$ cat src/hdl/mp3_pkg.sv
// shared types and constants for the 3x3 int8 max pooling block
`default_nettype none

package mp3_pkg;

	localparam int MAX_WIDTH_DEF  = 1024;
	localparam int MAX_HEIGHT_DEF = 1024;

	localparam int PIX_W     = 8;
	localparam int IDX_W     = 10;
	localparam int CFG_W     = 11;
	localparam int CFG_IDX_W = 3;
	localparam int OUT_LIMIT = 1024;

	// clipped windows start from this value, so a lone -128 reads as -127
	localparam logic signed [PIX_W-1:0] PIX_FLOOR = -8'sd127;

	localparam logic [CFG_W-1:0] RST_IN_WIDTH   = 11'd1024;
	localparam logic [CFG_W-1:0] RST_IN_HEIGHT  = 11'd1024;
	localparam logic [2:0]       RST_STRIDE     = 3'd1;
	localparam logic [1:0]       RST_PAD        = 2'd0;
	localparam logic [CFG_W-1:0] RST_OUT_WIDTH  = 11'd1022;
	localparam logic [CFG_W-1:0] RST_OUT_HEIGHT = 11'd1022;

	typedef enum logic [CFG_IDX_W-1:0] {
		CFG_IN_WIDTH   = 3'd0,
		CFG_IN_HEIGHT  = 3'd1,
		CFG_STRIDE     = 3'd2,
		CFG_PAD        = 3'd3,
		CFG_OUT_WIDTH  = 3'd4,
		CFG_OUT_HEIGHT = 3'd5
	} cfg_reg_t;

	// one window candidate along one axis
	typedef struct packed {
		logic             ok;
		logic [IDX_W-1:0] idx;
		logic [1:0]       ext;
	} slot_t;

	function automatic logic signed [PIX_W-1:0] smax(
		input logic signed [PIX_W-1:0] a,
		input logic signed [PIX_W-1:0] b
	);
		return (a > b) ? a : b;
	endfunction

endpackage

`default_nettype wire

$ cat src/hdl/mp3_emit.sv
// column maxima, result sequencer over up to nine windows, and the output register
`default_nettype none

module mp3_emit import mp3_pkg::*; (
	input  wire logic                    clk,
	input  wire logic                    arst_n,
	input  wire logic                    load,
	input  wire logic signed [PIX_W-1:0] px,
	input  wire logic signed [PIX_W-1:0] v2,
	input  wire logic signed [PIX_W-1:0] v3,
	input  wire slot_t                   row_slot [3],
	input  wire slot_t                   col_slot [3],
	output logic                         s2_free,
	output logic                         out_valid,
	input  wire logic                    out_stall,
	output logic signed [PIX_W-1:0]      pooled,
	output logic        [IDX_W-1:0]      out_row,
	output logic        [IDX_W-1:0]      out_col,
	output logic                         last
);

	logic signed [PIX_W-1:0] cm_q [3][3];
	logic                    s2_v_q;
	logic [8:0]              taken_q;
	logic                    out_valid_q;
	logic signed [PIX_W-1:0] pooled_q;
	logic [IDX_W-1:0]        row_q;
	logic [IDX_W-1:0]        col_q;
	logic                    last_q;

	logic [8:0]              pend;
	logic [8:0]              cur;
	logic [1:0]              sa;
	logic [1:0]              sb;
	logic                    found;
	logic                    is_final;
	logic                    out_free;
	logic                    emit;
	logic                    s2_done;
	logic signed [PIX_W-1:0] m;
	logic [1:0]              er;
	logic [1:0]              ec;

	always_comb begin
		for (int a = 0; a < 3; a++) begin
			for (int b = 0; b < 3; b++) begin
				pend[a*3+b] = s2_v_q && row_slot[a].ok && col_slot[b].ok && !taken_q[a*3+b];
			end
		end
		found = 1'b0;
		sa    = 2'd0;
		sb    = 2'd0;
		cur   = '0;
		for (int a = 0; a < 3; a++) begin
			for (int b = 0; b < 3; b++) begin
				if (!found && pend[a*3+b]) begin
					found        = 1'b1;
					sa           = 2'(a);
					sb           = 2'(b);
					cur[a*3+b]   = 1'b1;
				end
			end
		end
		is_final = ((pend & ~cur) == 9'd0);
		out_free = !out_valid_q || !out_stall;
		emit     = found && out_free;
		s2_done  = s2_v_q && (!found || (emit && is_final));
		s2_free  = !s2_v_q || s2_done;
	end

	// er rows above and ec columns left of the current pixel take part
	always_comb begin
		er = row_slot[sa].ext;
		ec = col_slot[sb].ext;
		m  = cm_q[0][er];
		if (ec != 2'd0) begin
			m = smax(m, cm_q[1][er]);
		end
		if (ec == 2'd2) begin
			m = smax(m, cm_q[2][er]);
		end
		if (!((er == 2'd2) && (ec == 2'd2))) begin
			m = smax(m, PIX_FLOOR);
		end
	end

	always_ff @(posedge clk or negedge arst_n) begin
		if (!arst_n) begin
			s2_v_q      <= 1'b0;
			taken_q     <= '0;
			out_valid_q <= 1'b0;
			for (int j = 0; j < 3; j++) begin
				for (int e = 0; e < 3; e++) begin
					cm_q[j][e] <= PIX_FLOOR;
				end
			end
		end else begin
			if (load) begin
				s2_v_q  <= 1'b1;
				taken_q <= '0;
				cm_q[2] <= cm_q[1];
				cm_q[1] <= cm_q[0];
				cm_q[0][0] <= px;
				cm_q[0][1] <= v2;
				cm_q[0][2] <= v3;
			end else if (s2_done) begin
				s2_v_q <= 1'b0;
			end else if (emit) begin
				taken_q <= taken_q | cur;
			end
			if (emit) begin
				out_valid_q <= 1'b1;
			end else if (!out_stall) begin
				out_valid_q <= 1'b0;
			end
		end
	end

	always_ff @(posedge clk) begin
		if (emit) begin
			pooled_q <= m;
			row_q    <= row_slot[sa].idx;
			col_q    <= col_slot[sb].idx;
			last_q   <= is_final;
		end
	end

	assign out_valid = out_valid_q;
	assign pooled    = pooled_q;
	assign out_row   = row_q;
	assign out_col   = col_q;
	assign last      = last_q;

endmodule

`default_nettype wire

$ cat config.mk
export PLATFORM = sky130hd
export DESIGN_NAME = mp3_emit
export DESIGN_NICKNAME = d
export VERILOG_FILES = /design/src/hdl/mp3_pkg.sv /design/src/hdl/mp3_emit.sv
export SDC_FILE = /design/constraint.sdc
export NUM_CORES = 1
export LEC_CHECK = 0
export BUFFER_PORTS_ARGS = -buffer_cell sky130_fd_sc_hd__buf_2
export CORE_UTILIZATION = 55
export CTS_CLUSTER_DIAMETER = 80
export CTS_CLUSTER_SIZE = 20
export DETAILED_ROUTE_END_ITERATION = 16
export PLACE_DENSITY = 0.78
export SYNTH_ARGS = -nofsm -noshare
export SYNTH_HDL_FRONTEND = slang
export SYNTH_SLANG_ARGS = --single-unit
$ cat constraint.sdc
create_clock -name clk -period 19.4 [get_ports clk]
set_clock_uncertainty 0.2 [all_clocks]
set_input_delay 0.97 -clock clk [delete_from_list [all_inputs] [get_ports clk]]
set_output_delay 0.97 -clock clk [all_outputs]
set_load 0.02 [all_outputs]
## Yosys cells after proc, flatten, opt, wreduce, memory -nomap -nowiden

Index checks and enable logic that the tools add are counted.
Widths: inputs -> output; s select.

| operators by class | value |
|---|---|
| magnitude comparators | 6 |
| equal/unequal tests | 4 |
| muxes and demuxes | 59 |
| bitwise gates (word level) | 6 |
| reductions and logical operators | 62 |

Operators by type and width:

| kind | number |
|---|---|
| $mux 8 | 12 |
| $bmux 13 s2 | 2 |
| $bmux 8 s2 | 3 |
| $mux 12 | 4 |
| $logic_and 1x1->1 | 33 |
| $mux 9 | 3 |
| $mux 2 | 12 |
| $mux 1 | 23 |
| $logic_not 1->1 | 21 |
| $gt 8x8->1 | 2 |
| $and 9x9->9 | 1 |
| $ge 3x3->1 const B | 3 |
| $logic_not 9->1 | 1 |
| $not 2->3 | 3 |
| $not 9->9 | 1 |
| $or 9x9->9 | 1 |
| $gt 8x8->1 const B | 1 |
| $reduce_bool 2->1 | 3 |
| $eq 2x2->1 const B | 2 |
| $logic_or 1x1->1 | 3 |
| $ne 2x1->1 const B | 1 |
| $ne 2x2->1 const B | 1 |
| $reduce_and 2->1 | 1 |

| word-level totals | value |
|---|---|
| bits in registers | 112 |
| input bits | 106 |
| output and inout bits | 31 |
| logic and storage cells | 153 |

## Logic depth before layout (Yosys ltp)

| depth | value |
|---|---|
| depth after elaboration | 45 |
| gate-level depth with buffers | 30 |
| gate-level depth less buffers | 25 |

## Worst setup path after synthesis

Ideal clock, no wire load.

| timing | value |
|---|---|
| kind | input -> register |
| start | input port col_slot[25] (netlist bit) |
| end | register pooled_q[0] (netlist: pooled[0]), data pin |
| setup time | 165 ps |
| arrival | 6420 ps |
| data required time | 19035 ps |
| slack | 12615 ps |
| stages on the path | 28 |
| buffers on the path | 3 |
| path through | nor2b_1 -> o311ai_0 -> o31ai_2 -> clkbuf_1 -> a22o_1 -> a2111oi_1 -> a21o_1 -> inv_1 -> ha_1 -> or4_1 -> a21oi_1 -> o21ai_0 -> a31oi_1 -> and3_1 -> buf_6 -> a32oi_1 -> inv_1 -> ha_1 -> nor2b_1 -> o21a_1 -> o21a_1 -> o21bai_1 -> a21oi_1 -> nor3_1 -> buf_2 -> mux2i_1 -> or3b_1 -> o31ai_2 |

| between the ends | value |
|---|---|
| word-level cells in the longest chain between the ends | 42 |
| elaborated cells on any way between the ends | 73 |
| classes of those cells | order compare (3); eq/ne (2); mux (42); bitwise (3); reduce/logical (23) |

RTL lines:

| item | RTL line | RTL |
|---|---|---|
| from (decl) | mp3_emit.sv:12 | `input wire slot_t col_slot [3],` |
| $logic_and 1x1->1 (2 in series) | mp3_emit.sv:47 | `pend[a*3+b] = s2_v_q && row_slot[a].ok && col_slot[b].ok && !taken_q[a*3+b];` |
| $logic_and 1x1->1 | mp3_emit.sv:56 | `if (!found && pend[a*3+b]) begin` |
| $mux 1 | mp3_emit.sv:56 |  |
| $logic_not 1->1 | mp3_emit.sv:56 |  |
| $logic_and 1x1->1 | mp3_emit.sv:56 |  |
| $mux 1 | mp3_emit.sv:56 |  |
| $logic_not 1->1 | mp3_emit.sv:56 |  |
| $logic_and 1x1->1 | mp3_emit.sv:56 |  |
| [26 not listed] | -- |  |
| $mux 8 | mp3_emit.sv:76 | `if (ec != 2'd0) begin` |
| $gt 8x8->1 | mp3_pkg.sv:45 | `return (a > b) ? a : b;` |
| $mux 8 | mp3_pkg.sv:45 |  |
| $mux 8 | mp3_emit.sv:79 | `if (ec == 2'd2) begin` |
| $gt 8x8->1 | mp3_pkg.sv:45 |  |
| $mux 8 | mp3_pkg.sv:45 |  |
| $mux 8 * | mp3_emit.sv:82 | `if (!((er == 2'd2) && (ec == 2'd2))) begin` |
| named net m[0] | mp3_emit.sv:40 | `logic signed [PIX_W-1:0] m;` |
| to (signal assigned) | mp3_emit.sv:121 | `pooled_q <= m;` |
| to (decl) | mp3_emit.sv:26 | `logic signed [PIX_W-1:0] pooled_q;` |

The timed path passes the listed nets; every way through them passes the cells marked *. The select of a mux whose other input is x is not followed.
A chain may end at the register's enable or synchronous reset.

## Worst setup path in the final report

Same ends and word-level chain as after synthesis.

==> run metrics <==
adder-cell share of the synthesized area about 3.1%; slowest CP cell a32o_1; antenna cell count 0; CP Buf/Inv Count 3; Overflow after GRT 0; post-synthesis sequential area ratio 45.5%; post-synthesis simple-gate area fraction between 10% and 20%; die width approximately 110 um; CP top delay family compound AO/OA/AOI/OAI gates; Worst Path Arrival 8.38 ns; drt first pass iters 5; multi-input logic area 3330 um^2; Critical Path RT 19.39 ns; DR vias 5,269; initial antenna violation count 0; Clock transition at path regs 0.07 ns; via/cell ratio around 6.1; largest net degree at the start of global routing 91; CTS resizes 0; synthesized area per cell approximately 11 um^2; residual DRC count 0; Tcrit/Tclk final 43.2%; RSZ-0062 raised after global routing false; Most used DFF post-synth dfrtp_1; post-layout min period 8.39 ns; Gate Count Post-Synth approximately 600; Nets approximately 840; CTS Buf Count 9; DRT iter0 DRCs 329; final hold vios 0; yosys warns 0; EDFF count, synth 29; worst min path class reg2reg; relative slew slack around 25%; Metal-1 WL a little under 8000 um; worst slew pin tran 1.13 ns; # port buffers 136; setup repair bufs after CTS 0; Synth Area in Compound Gates 18.4%; Final Slew Violations 0; Syn-to-layout area delta 16.2%; clk sink count between 100 and 150; Max Freq 0.119 GHz; main combinational cell family by area after synthesis multiplexers; Ports 137; Post-Synth XOR/XNOR Area 0%; final hold slack 0.286 ns; met2 wire len 7600 um; status complete, no violations; placement row count 39; CTS Root Cell clkbuf_16; Static Leak 3.38 nW; Die Ht 111 um; Worst-Skew Late Latency ~0.36 ns; synthesized flop and latch total around 110; peak supply drop 0.0683 mV; drt wl/cell between 15 and 20 um; first-pass GRT wire length 27,000 um; setup_tns 0 ns; layout cell share with drive strength beyond 1 36.6%; highest metal layer with signal wires met4; clock buffer depth 2; Setup crit end kind register; Final setup viols 0; Reg area 2970 um^2; TritonCTS clock tree built; fillers 880; WL met3 between 1000 and 1500 um; Synth Cell Area 6520 um^2; core box area 11,500 um^2; Overall Global Routing Usage between 20% and 30%; Routed WL 16,700 um; multiplexer area fraction after synthesis 19.2%; net count after synthesis 720; Worst Path Max Fanout 20; Synth cell types 63; vias in the first global route roughly 5,000; Hold-fix buffers, CTS 0; DP HPWL 12,600 um; Routed Antenna Nets 0; H-tree depth 3; critical path type in2reg; die area ~12,000 um^2; Post-synth ARST share 74.1%; Critical Path Max Stage Delay between 0.9 and 1 ns; Setup crit start kind input pin; cell area power density 107 nW/um^2; GP Congestion roughly 0.92; max-cap viol count 0; initial cell density of the core 56.9%
[state kept, by name (all words and copies together), names as in the netlist]
register / count
out_row: 10
last: 1
taken_q: 9
out_valid: 1
cm_q: 72
pooled: 8
s2_v_q: 1
out_col: 10
[placed cells by master, fill, tap and decap left out, types with 4 or more instances in the layout]
cell type	Yosys	layout
o21ai_0	39	39
and2_1	6	6
clkbuf_16	0	9
a211o_1	6	6
nand3_1	5	5
a21boi_0	5	5
nand2b_1	11	11
nor2b_1	7	7
a22oi_1	9	9
a21oi_1	14	13
a2111o_1	8	8
buf_2	6	135
dfrtp_1	65	65
ha_1	16	16
dfstp_2	18	18
buf_4	2	9
mux2i_1	43	43
nor3_1	6	6
nor2_1	24	24
a211oi_1	5	5
o21a_1	4	4
nand2_1	66	66
a21o_1	8	8
a22o_1	13	13
a31oi_1	6	6
a32oi_1	7	7
mux2_2	73	73
edfxtp_1	29	29
inv_1	19	19
[per-layer routing]
layer  global-route usage, %  vias to the layer above
li1                        -                     2487
met1                    40.0                     2536
met2                    43.7                      223
met3                    4.43                       23
met4                    10.1                        0
met5                       0                        -
[power breakdown]
part / switching [mW] / total [mW] / leakage (nW) / internal (mW)
Clock: 0.0858 / 0.179 / 0.143 / 0.0930
Combinational: 0.185 / 0.317 / 1.98 / 0.132
Sequential: 0.0244 / 0.317 / 1.26 / 0.292
[worst register-to-register path: cells and delay by family (launching register included)]
family	cells	cell delay, ns
adders and majority gates	2	0.51
buffers and inverters	2	0.32
muxes	1	0.24
DFF	1	0.53
and+or+nand+nor	7	2.46
AOI/OAI and AO/OA	13	3.76
[logic make-up (layout without fill, tap and decap cells)]
logic type / after synthesis / after routing
adders and majority gates: 16 / 16
AOI/OAI and AO/OA: 160 / 160
muxes: 116 / 116
DFF: 112 / 112
buffers and inverters: 53 / 179
and+or+nand+nor: 141 / 141
[cell usage after synthesis, types with 3 or more instances]
| master | instances | share of area, % |
|---|---|---|
| a2111o_1 | 8 | 1.4 |
| nor2b_1 | 7 | 0.67 |
| a21oi_1 | 14 | 1.1 |
| nand4b_1 | 3 | 0.40 |
| mux2_2 | 73 | 13 |
| nand2b_1 | 11 | 1.1 |
| ha_1 | 16 | 3.1 |
| clkbuf_1 | 23 | 1.3 |
| inv_1 | 19 | 1.1 |
| buf_2 | 6 | 0.46 |
| a32oi_1 | 7 | 0.94 |
| dfrtp_1 | 65 | 25 |
| nand2_1 | 66 | 3.8 |
| a211o_1 | 6 | 0.81 |
| o21ai_0 | 39 | 3.0 |
| a31oi_1 | 6 | 0.58 |
| edfxtp_1 | 29 | 13 |
| o31ai_2 | 3 | 0.58 |
| o211ai_1 | 3 | 0.35 |
| and2_1 | 6 | 0.58 |
| a211oi_1 | 5 | 0.58 |
| nor3_1 | 6 | 0.46 |
| mux2i_1 | 43 | 6.6 |
| nand3_1 | 5 | 0.38 |
| o21a_1 | 4 | 0.46 |
| dfstp_2 | 18 | 7.3 |
| a22o_1 | 13 | 1.7 |
| a22oi_1 | 9 | 1.0 |
| nor2_1 | 24 | 1.4 |
| a21o_1 | 8 | 0.92 |
| a21boi_0 | 5 | 0.58 |
[layout make-up]
type                            count  area share [%]
Inverter                           19           0.941
Sequential cell                   112            39.2
Clock inverter                      5           0.611
Multi-Input combinational cell    433            43.9
Tap cell                          143            2.36
Timing Repair Buffer              144            9.81
Clock buffer                       11            3.20
[per-stage QoR]
stage	utilization [%]	area (um^2)	std cells	setup slack, ns	power, mW
2_1_floorplan	-	6520	598	12.62	0.540
3_5_place_dp	63.6	7290	851	10.84	0.632
4_1_cts	66.1	7580	867	11.21	0.812
3_3_place_gp	63.6	7290	851	11.22	0.623
5_1_grt	66.1	7580	867	10.53	0.858
6_report	66.1	7580	867	11.01	0.813
[path summary, 6_finish.rpt]
kind / cells past startpoint / slack [ns] / end / from
worst max register to register: 25 / 11.20 / pooled[0] / s2_v_q
min in group asynchronous: 1 / 0.59 / taken_q[8] / arst_n
worst max-delay path: 26 / 11.01 / pooled[0] / col_slot[25]
max in group asynchronous: 1 / 17.73 / cm_q[14] / arst_n
worst min register to register: 2 / 0.29 / cm_q[25] / cm_q[49]
worst min-delay path: 2 / 0.29 / cm_q[25] / cm_q[49]
Power figures use the tool's default switching activity.
